==> config.mk <==
export PLATFORM = sky130hd
export DESIGN_NAME = cubemap_face_uv
export DESIGN_NICKNAME = d
export VERILOG_FILES = /design/src/design/cfuv_pkg.sv /design/src/design/cubemap_face_uv.sv /design/src/design/cfuv_div_cell.sv
export SDC_FILE = /design/constraint.sdc
export NUM_CORES = 2
export LEC_CHECK = 0
export BUFFER_PORTS_ARGS = -buffer_cell sky130_fd_sc_hd__buf_2
export CORE_ASPECT_RATIO = 1.1
export CORE_MARGIN = 1
export CORE_UTILIZATION = 47
export DETAILED_ROUTE_END_ITERATION = 16
export HOLD_SLACK_MARGIN = 0.08
export RECOVER_POWER = 25
export SLEW_MARGIN = 25
export SYNTH_ARGS = -nofsm -noshare
export SYNTH_HDL_FRONTEND = slang
export SYNTH_SLANG_ARGS = --single-unit
==> constraint.sdc <==
create_clock -name clk -period 7.7 [get_ports clk]
set_clock_uncertainty 0.1 [all_clocks]
set_input_delay 0.385 -clock clk [delete_from_list [all_inputs] [get_ports clk]]
set_output_delay 0.385 -clock clk [all_outputs]
set_load 0.03 [all_outputs]
==> src/design/cfuv_pkg.sv <==
// cfuv_pkg: shared types and constants for the cube-map face / uv block.
// No dependencies.
`default_nettype none
package cfuv_pkg;
  typedef enum logic [2:0] {
    FACE_PX = 3'd0, FACE_NX = 3'd1, FACE_PY = 3'd2,
    FACE_NY = 3'd3, FACE_PZ = 3'd4, FACE_NZ = 3'd5
  } face_t;
  localparam int FACE_W = 3;
endpackage
`default_nettype wire

==> src/design/cubemap_face_uv.sv <==
// cubemap_face_uv: top level, face selection stage plus a chain of divider cells.
// Depends on cfuv_pkg and cfuv_div_cell.
//
// Usage: drive dir_x/dir_y/dir_z and pulse start; busy is always low, so an
// item is taken at every edge where start is high. One item per cycle.
// The first stage picks the major axis and face, forms numerator
// (c + m) << FRAC_BITS and denominator 2*m. Then a row of
// COORD_WIDTH+FRAC_BITS+1 cells each produces one quotient bit of u and v
// in parallel. Each item passes through the entry register and then every
// cell register of that chain. Results appear on face, tex_u,
// tex_v, zero_vector with done high for one cycle; the receiver cannot stall.
// A zero vector gives face -Z, zero coordinates and zero_vector set.
// Reset clears the valid bits of the pipeline; payload is not reset.
`default_nettype none
module cubemap_face_uv
  import cfuv_pkg::*;
#(
  parameter int COORD_WIDTH = 16,
  parameter int FRAC_BITS   = 16
) (
  input  wire logic                   clk,
  input  wire logic                   rst,
  input  wire logic                   start,
  output logic                        busy,
  input  wire logic [COORD_WIDTH-1:0] dir_x,
  input  wire logic [COORD_WIDTH-1:0] dir_y,
  input  wire logic [COORD_WIDTH-1:0] dir_z,
  output logic                        done,
  output logic [FACE_W-1:0]           face,
  output logic [FRAC_BITS:0]          tex_u,
  output logic [FRAC_BITS:0]          tex_v,
  output logic                        zero_vector
);
  localparam int MW = COORD_WIDTH + 1;            // width of m; 2*m takes MW+1 bits
  localparam int QW = COORD_WIDTH + FRAC_BITS + 1; // numerator width
  localparam int NC = QW;

  logic signed [COORD_WIDTH:0] x, y, z, uc, vc;
  logic [COORD_WIDTH:0] ax, ay, az, m;
  logic xmaj, ymaj, zmaj;
  face_t f;

  // face selection, first match wins
  always_comb begin
    x = {dir_x[COORD_WIDTH-1], dir_x};
    y = {dir_y[COORD_WIDTH-1], dir_y};
    z = {dir_z[COORD_WIDTH-1], dir_z};
    ax = x[COORD_WIDTH] ? -x : x;
    ay = y[COORD_WIDTH] ? -y : y;
    az = z[COORD_WIDTH] ? -z : z;
    xmaj = (ax >= ay) && (ax >= az);
    ymaj = (ay >= ax) && (ay >= az);
    zmaj = (az >= ax) && (az >= ay);
    m = az; uc = -x; vc = y; f = FACE_NZ;
    priority if (zmaj && !z[COORD_WIDTH] && z != 0) begin
      m = az; uc = x; vc = y; f = FACE_PZ;
    end else if (zmaj) begin
      m = az; uc = -x; vc = y; f = FACE_NZ;
    end else if (ymaj && !y[COORD_WIDTH] && y != 0) begin
      m = ay; uc = x; vc = -z; f = FACE_PY;
    end else if (ymaj) begin
      m = ay; uc = x; vc = z; f = FACE_NY;
    end else if (!x[COORD_WIDTH] && x != 0) begin
      m = ax; uc = -z; vc = y; f = FACE_PX;
    end else begin
      m = ax; uc = z; vc = y; f = FACE_NX;
    end
  end

  logic          vld  [NC+1];
  logic [MW:0]   den  [NC+1];
  logic [MW:0]   ru   [NC+1];
  logic [MW:0]   rv   [NC+1];
  logic [QW-1:0] nu   [NC+1];
  logic [QW-1:0] nv   [NC+1];
  logic [QW-1:0] qu   [NC+1];
  logic [QW-1:0] qv   [NC+1];
  face_t         fc   [NC+1];
  logic          zr   [NC+1];
  logic [COORD_WIDTH+1:0] su, sv;

  // entry register; zero vector gets den 1 and numerator 0
  always_comb begin
    su = {uc[COORD_WIDTH], uc} + {1'b0, m};
    sv = {vc[COORD_WIDTH], vc} + {1'b0, m};
  end

  always_ff @(posedge clk) begin
    if (rst) vld[0] <= 1'b0;
    else     vld[0] <= start;
    fc[0] <= f;
    zr[0] <= (m == 0);
    den[0] <= (m == 0) ? {{MW{1'b0}}, 1'b1} : {m, 1'b0};
    nu[0] <= (m == 0) ? '0 : {su[COORD_WIDTH:0], {FRAC_BITS{1'b0}}};
    nv[0] <= (m == 0) ? '0 : {sv[COORD_WIDTH:0], {FRAC_BITS{1'b0}}};
    ru[0] <= '0;
    rv[0] <= '0;
    qu[0] <= '0;
    qv[0] <= '0;
  end

  for (genvar i = 0; i < NC; i++) begin : g_cell
    cfuv_div_cell #(.MW(MW), .QW(QW)) u_cell (
      .clk(clk), .rst(rst), .vld_in(vld[i]), .den_in(den[i]), .ru_in(ru[i]),
      .rv_in(rv[i]), .nu_in(nu[i]), .nv_in(nv[i]), .qu_in(qu[i]), .qv_in(qv[i]),
      .face_in(fc[i]), .zero_in(zr[i]),
      .vld_out(vld[i+1]), .den_out(den[i+1]), .ru_out(ru[i+1]), .rv_out(rv[i+1]),
      .nu_out(nu[i+1]), .nv_out(nv[i+1]), .qu_out(qu[i+1]), .qv_out(qv[i+1]),
      .face_out(fc[i+1]), .zero_out(zr[i+1])
    );
  end

  assign busy        = 1'b0;
  assign done        = vld[NC];
  assign face        = fc[NC];
  assign tex_u       = qu[NC][FRAC_BITS:0];
  assign tex_v       = qv[NC][FRAC_BITS:0];
  assign zero_vector = zr[NC];

  a_zero_face: assert property (@(posedge clk) disable iff (rst)
    done && zero_vector |-> face == FACE_NZ && tex_u == 0 && tex_v == 0)
    else $error("zero vector result malformed");
  a_u_range: assert property (@(posedge clk) disable iff (rst)
    done |-> tex_u <= (1 << FRAC_BITS) && tex_v <= (1 << FRAC_BITS))
    else $error("coordinate out of range");
  a_face_range: assert property (@(posedge clk) disable iff (rst)
    done |-> face <= FACE_NZ)
    else $error("face code out of range");
endmodule
`default_nettype wire

==> src/design/cfuv_div_cell.sv <==
// cfuv_div_cell: one restoring-division step for the u and v quotients.
// Depends on cfuv_pkg.
`default_nettype none
module cfuv_div_cell
  import cfuv_pkg::*;
#(
  parameter int MW = 17,
  parameter int QW = 17
) (
  input  wire logic          clk,
  input  wire logic          rst,
  input  wire logic          vld_in,
  input  wire logic [MW:0]   den_in,
  input  wire logic [MW:0]   ru_in,
  input  wire logic [MW:0]   rv_in,
  input  wire logic [QW-1:0] nu_in,
  input  wire logic [QW-1:0] nv_in,
  input  wire logic [QW-1:0] qu_in,
  input  wire logic [QW-1:0] qv_in,
  input  wire face_t         face_in,
  input  wire logic          zero_in,
  output logic               vld_out,
  output logic [MW:0]        den_out,
  output logic [MW:0]        ru_out,
  output logic [MW:0]        rv_out,
  output logic [QW-1:0]      nu_out,
  output logic [QW-1:0]      nv_out,
  output logic [QW-1:0]      qu_out,
  output logic [QW-1:0]      qv_out,
  output face_t              face_out,
  output logic               zero_out
);
  logic [MW+1:0] su, sv, tu, tv;

  // shift in next numerator bit, trial subtract
  always_comb begin
    su = {ru_in, nu_in[QW-1]};
    sv = {rv_in, nv_in[QW-1]};
    tu = su - {1'b0, den_in};
    tv = sv - {1'b0, den_in};
  end

  // valid bit cleared by reset
  always_ff @(posedge clk) begin
    if (rst) vld_out <= 1'b0;
    else     vld_out <= vld_in;
  end

  always_ff @(posedge clk) begin
    den_out  <= den_in;
    face_out <= face_in;
    zero_out <= zero_in;
    nu_out   <= {nu_in[QW-2:0], 1'b0};
    nv_out   <= {nv_in[QW-2:0], 1'b0};
    ru_out   <= tu[MW+1] ? su[MW:0] : tu[MW:0];
    rv_out   <= tv[MW+1] ? sv[MW:0] : tv[MW:0];
    qu_out   <= {qu_in[QW-2:0], ~tu[MW+1]};
    qv_out   <= {qv_in[QW-2:0], ~tv[MW+1]};
  end
endmodule
`default_nettype wire

# Yosys cells after proc, flatten, opt, wreduce, memory -nomap -nowiden

Index checks and enable logic that the tools add are counted.

Register bits: 3,344
Input port bits: 51
Output and inout bits: 40
Word-level logic and storage cells: 514

$add $sub $neg: 71
Magnitude comparators: 4
Mux-type cells: 85
Bitwise gates (word level): 34
Reduce and logical (&&, ||, !) cells: 15

Operators by type and width:

| operator                                       | count |
|---|---|
| 19-bit by 18-bit subtractor with 19-bit output | 64 |
| 18-bit two-way mux                             | 62 |
| 17-bit two-way mux                             | 16 |
| 32-bit nonzero test                            | 3 |
| 17-bit greater-or-equal comparator             | 4 |
| 16-bit negator with 17-bit output              | 3 |
| 1-bit by 18-bit subtractor with 19-bit output  | 2 |
| 17-bit adder                                   | 2 |
| 1-bit NOT                                      | 34 |
| 17-bit logical NOT                             | 1 |
| 1-bit logical AND                              | 7 |
| 1-bit two-way mux                              | 5 |
| 2-bit two-way mux                              | 2 |
| 1-bit logical NOT                              | 3 |
| 2-bit OR reduction                             | 1 |

# Depth between registers and ports, before layout

Depth in word-level cells: 11
Gate-level depth with buffers: 35
Depth with buffers taken out: 32

# Cells and area by module

A second synthesis with hierarchy kept.

Cells, all modules: 17,484
Area total of the unflattened synthesis: 211,322.7 um^2

By module, submodules not included:

| module                                | times used | cells each | area an instance (um^2) | sequential area each (um^2) |
|---|---|---|---|---|
| cfuv_div_cell (g_cell[26].u_cell ...) | 13         | 514        | 6,292.3                 | 3,783.6 |
| cfuv_div_cell (g_cell[10].u_cell ...) | 12         | 492        | 6,129.6                 | 3,783.6 |
| cfuv_div_cell (g_cell[0].u_cell ...)  | 6          | 493        | 6,127.1                 | 3,783.6 |
| cubemap_face_uv                       | 1          | 949        | 6,930.4                 | 1,121.1 |
| cfuv_div_cell (g_cell[8].u_cell)      | 1          | 504        | 6,158.4                 | 3,783.6 |
| cfuv_div_cell (g_cell[9].u_cell)      | 1          | 487        | 6,115.9                 | 3,783.6 |

# Worst setup path before layout

Ideal clock, no wire load.

Kind: input to register
From: input dir_z[6]
To: register nv[1121] (netlist bit)
Setup time: 0.123 ns
Arrival time: 6.845 ns
Required time: 7.477 ns
Slack: 0.632 ns
Cell stages on the path: 30
Path buffers: 2
Cell sequence: clkbuf_1 > nor3_1 > nand4b_1 > or3_1 > or3_1 > nor3_1 > ha_1 > ha_1 > and4_1 > a221oi_1 > o211ai_1 > a32oi_4 > buf_2 > nor2_1 > a21oi_1 > o21ai_0 > ha_1 > fa_1 > a21oi_1 > nor2_1 > nor2_1 > o21bai_1 > a21oi_1 > o21bai_1 > a41o_1 > o41a_1 > a221oi_1 > o21ai_0 > xor2_1 > a21oi_2

Cells in the longest elaborated chain, start to end: 10

Ends and longest elaborated chain:

| element                                            | line                                         | source |
|---|---|---|
| start, declared                                    | cubemap_face_uv.sv:27                        | `input wire logic [COORD_WIDTH-1:0] dir_z,` |
| 16-bit negator with 17-bit output                  | cubemap_face_uv.sv:50                        | `az = z[COORD_WIDTH] ? -z : z;` |
| 17-bit two-way mux                                 | cubemap_face_uv.sv:50                        |  |
| 17-bit greater-or-equal comparator                 | cubemap_face_uv.sv:52                        | `ymaj = (ay >= ax) && (ay >= az);` |
| 1-bit logical AND                                  | cubemap_face_uv.sv:52                        |  |
| 1-bit logical AND (2 in a row)                     | cubemap_face_uv.sv:59                        | `end else if (ymaj && !y[COORD_WIDTH] && y != 0) begin` |
| 17-bit two-way mux                                 | cubemap_face_uv.sv:59                        |  |
| 17-bit two-way mux                                 | cubemap_face_uv.sv:57                        | `end else if (zmaj) begin` |
| 17-bit two-way mux *                               | cubemap_face_uv.sv:55                        | `priority if (zmaj && !z[COORD_WIDTH] && z != 0) begin` |
| net m[0]                                           | cubemap_face_uv.sv:39                        | `logic [COORD_WIDTH:0] ax, ay, az, m;` |
| 17-bit adder or 17-bit logical NOT (tied branches) | cubemap_face_uv.sv:85, cubemap_face_uv.sv:95 |  |
| end, declared                                      | cubemap_face_uv.sv:75                        | `logic [QW-1:0] nv [NC+1];` |

Mark *: on every way through the listed nets, which the timed path passes. The rest lies on a longest branch.
A chain may end at the register's enable or synchronous reset.

# Worst setup path in the final report

From: input dir_z[0]
To: register nv[1120] (netlist bit)

Cells in the longest elaborated chain, start to end: 10

Ends and longest elaborated chain:

| element                                            | line |
|---|---|
| 16-bit negator with 17-bit output                  | cubemap_face_uv.sv:50, cubemap_face_uv.sv:60 |
| 17-bit two-way mux                                 | cubemap_face_uv.sv:50 |
| 17-bit greater-or-equal comparator                 | cubemap_face_uv.sv:52 |
| 1-bit logical AND                                  | cubemap_face_uv.sv:52 |
| 1-bit logical AND (2 in a row)                     | cubemap_face_uv.sv:59 |
| 17-bit two-way mux                                 | cubemap_face_uv.sv:59 |
| 17-bit two-way mux                                 | cubemap_face_uv.sv:57 |
| 17-bit two-way mux                                 | cubemap_face_uv.sv:55 |
| 17-bit adder or 17-bit logical NOT (tied branches) | cubemap_face_uv.sv:85, cubemap_face_uv.sv:95 |

Parallel ways exist; a longest one is shown, timed or not.

==> results.md <==
STA:
- The worst path needs 7.20 ns of the cycle, external delays included.
- Measured against its own limit, the worst slew margin works out to 0.206.
- The final max-slew violation count came to 0.
- The worst hold slack across all endpoints is 0.139 ns.
- Setup repair after global routing left no endpoint under its margin.
- In the finished design, the share of the clock period the worst path needs comes to 0.935.
- The number of hold violations in the final report is 0.
- The highest achievable clock rate is 0.139 GHz.
- For the pin with the worst max-slew slack, the measured transition is 1.18 ns.
- The final-report setup violation count is 0.
- Across all setup checks in the final design, the least slack found is 0.498 ns.

Status:
- The run finished with clean final reports.

Routing:
- The pre-antenna-repair detailed-routing pass consisted of 7 iterations.
- For this block, the via count after detailed routing is 80971.
- Dividing the detail-routed wire length by the instance count gives 18.0 um.
- The post-route DRC violation count is 0.
- Using the TritonRoute via totals, the vias-per-cell ratio works out to 5.22.
- The number of nets with antenna violations after detailed routing is 0.
- The first-iteration detailed-routing DRC count is 3005.
- Summed over all layers, the routed wires come to 280000 um.

Synth:
- The main flop type after synthesis is dfxtp_1.
- Synthesis produced 11568 cells.
- The number of warning messages in the yosys log is 0.
- The basic-gate share of the synthesized area counting and, or, nand and nor cells is 0.0936.
- In this run, synthesis produced a sequential element count of 2495.
- The number of enable-type register cells in the synthesized netlist is 0.
- The mux share of post-synthesis cell area is 0.106.
- The synthesized netlist occupies a cell area of 117000 sq um.
- Dividing the synthesized area by the synthesized cell count gives 10.1 sq um.
- The complex-gate fraction of the synthesized area is 0.139.
- Of the synthesized area, sequential elements account for 0.427.
- The area share of fa/ha/maj cells after synthesis is 0.141.
- Of the total synthesized cell area, the portion taken by XOR and XNOR cells is 0.0584.
- By area, the combinational part of the netlist is dominated by adder cells.
- Of all flip-flops after synthesis, the portion carrying an async set or reset was 0.
- The post-synthesis cell type count is 84.

Global route:
- The initial antenna violation count is 3.
- In the global route stage, overall resource usage came out at 0.219.
- The via count of the first global-routing pass is 83011.
- The first global-routing pass estimated 441000 um of wire.
- Entering global routing, the biggest net connects 46 pins.
- Global routing finished with a remaining overflow of 0.

Layout:
- The post-route standard cell area excluding fillers is 133000 sq um.
- The synthesis-to-finish area growth is 13.6%.
- For this run, the post-layout net count is 13340.
- The end-of-flow core utilization is 0.538.
- The proportion of layout cells with a drive suffix above 1 is 0.153.

Setup path:
- In this run the worst path has a maximum fanout of 6.
- The nature of the critical path startpoint is an input port.
- The arrival time at the worst endpoint is 7.81 ns.
- The setup path with the least slack is of type in -> reg.
- For the worst setup path, the data required time is 8.31 ns.
- The worst setup path is captured at a register.
- In this design, the stage delay of the slowest critical-path cell is 0.54 ns.
- The library cell contributing the largest single delay on the critical path is dlygate4sd3_1.

Placed design:
- The cell area after placement is 123000 sq um.
- The wire-length estimate of the detail-placed layout is 225000 um.
- In this run the tool buffered the top-level ports with 89 buffer cells.
- Routability-driven placement finished with a final weighted congestion of 0.887.
- Before CTS, the worst setup slack after placement is -0.225 ns.

CTS:
- The later pin in the worst-skew pair is clocked with a latency of 0.87 ns.
- The clock net in this run drives a total of 2495 sinks.
- The root buffer selected by CTS is clkbuf_16.
- The maximum level of the CTS H-tree is 5.
- TritonCTS built the clock tree.
- The post-CTS clock slew at the launch and capture registers of the worst setup and hold paths is 0.06 ns.
- The largest buffer count on any clock path is 4.
- The number of CTS-inserted buffers is 271.

Floorplan:
- Pin placement for this block handled 91 I/O pins.
- The die span in y is 525 um.
- The starting density of the core is 0.474.
- The core region is 247000 sq um.
- The die boundary width is 477 um.
- The number of standard-cell rows in the floorplan is 191.
- The die area is 251000 sq um.

Min path:
- The kind of path behind the tightest hold check is in -> reg.

Run:
- The number of max-cap violations is 0.
-- critical path, delay by kind of cell --
family	cells	cell delay (ns)
AO/OA/AOI/OAI	14	3.19
buffers and inverters	8	1.55
XOR/XNOR	1	0.20
AND/OR/NAND/NOR	9	1.74
adder cells (fa/ha/maj)	3	0.75
-- worst paths after layout --
| path | startpoint | to | slack, ns | cells past startpoint |
|---|---|---|---|---|
| max | dir_z[0] | nv[1120] | 0.50 | 35 |
| min | dir_z[14] | den[609] | 0.14 | 4 |
| max reg2reg | g_cell[26].u_cell.den_out[2] | g_cell[27].u_cell.rv_out[10] | 2.80 | 15 |
| min reg2reg | g_cell[8].u_cell.nv_out[29] | g_cell[9].u_cell.nv_out[30] | 0.18 | 0 |
-- sequential cells by signal (all words and copies together), names as in the netlist --
signal / cells
g_cell.u_cell.qv_out: 153
g_cell.u_cell.nv_out: 136
g_cell.u_cell.nu_out: 136
nv: 17
g_cell.u_cell.rv_out: 576
g_cell.u_cell.ru_out: 576
den: 18
g_cell.u_cell.zero_out: 1
fc: 3
g_cell.u_cell.vld_out: 33
g_cell.u_cell.qu_out: 153
nu: 17
g_cell.u_cell.face_out: 99
vld: 1
g_cell.u_cell.den_out: 576
-- synth_stat cells (37+ instances only) --
| cell type | instances | area, sq um |
|---|---|---|
| dfxtp_1 | 2495 | 49900 |
| ha_1 | 1207 | 15100 |
| nor2_1 | 1133 | 4250 |
| mux2_2 | 1002 | 11300 |
| inv_1 | 969 | 3640 |
| xnor2_1 | 606 | 5310 |
| nand2_1 | 592 | 2220 |
| o21ai_0 | 490 | 2450 |
| a21oi_1 | 470 | 2350 |
| o21a_1 | 412 | 3090 |
| nor3_1 | 322 | 1610 |
| xor2_1 | 173 | 1520 |
| nor2b_1 | 167 | 1040 |
| a21o_1 | 141 | 1060 |
| a21boi_0 | 129 | 968 |
| a41o_1 | 124 | 1240 |
| o31a_1 | 124 | 1090 |
| o41a_1 | 123 | 1390 |
| o41ai_1 | 120 | 1050 |
| mux2i_1 | 104 | 1040 |
| clkbuf_1 | 90 | 338 |
| nand3_1 | 86 | 430 |
| nand2b_1 | 74 | 463 |
| fa_1 | 64 | 1280 |
| and2_1 | 63 | 394 |
| o21bai_1 | 37 | 278 |
-- area by class of cell --
cell class | count | area (sq um)
diodes | 2 | 5.00
clock buffers | 353 | 7680
clock inverters | 120 | 1710
fillers | 21792 | 114000
inverters | 972 | 3650
multi-input cells | 7999 | 63800
flip-flops and latches | 2495 | 49900
well taps | 3281 | 4110
repair buffers | 279 | 1900
-- routing by layer --
metal	share of wire	wire [um]	track usage	vias up
li1	-	-	-	41447
met1	0.40	111000	0.234	37852
met2	0.53	149000	0.424	1087
met3	0.024	6780	0.0237	581
met4	0.046	12800	0.101	4
met5	0.000082	23	0	-
-- kinds of logic after synthesis --
| family | Yosys count |
|---|---|
| multiplexers | 1108 |
| other | 2 |
| AND/OR/NAND/NOR | 2504 |
| flip-flops | 2495 |
| buffers and inverters | 1091 |
| AO/OA/AOI/OAI | 2314 |
| XOR/XNOR | 779 |
| adder cells (fa/ha/maj) | 1275 |
-- stage by stage --
stage                     TNS [ns]  instances
after floorplan                  0      11585
after global placement       -1.53      15016
after detailed placement     -1.22      15016
after CTS                        0      15497
after global routing             0      15500
final                            0      15501
-- placed cells by master (no fill, tap or decap), types with 44 or more instances in the layout --
cell       count
ha_1        1207
nor2b_1      167
nand3_1       86
inv_1        969
clkbuf_16    278
a41o_1       124
buf_2         89
buf_4        181
nor2_1      1131
clkbuf_8      44
dfxtp_1     2495
o31a_1       124
a21boi_0     129
mux2_2      1002
mux2i_1      104
nand2_1      592
xor2_1       171
a21o_1       141
o41ai_1      119
and2_1        63
nor3_1       322
xnor2_1      545
o21ai_0      490
nand2b_1      73
a21oi_1      468
o21a_1       412
o41a_1       123
fa_1          64
-- what timing repair did --
action,4_1_cts,5_1_grt
resized for setup,0,5
endpoints found under the setup margin,0,7
buffers inserted,0,2
hold endpoints to repair,38,0
hold buffers,8,0
Power is left out: the tool's default activity adds up to more than one toggle a clock period on the data nets, which glitch-free logic cannot reach.
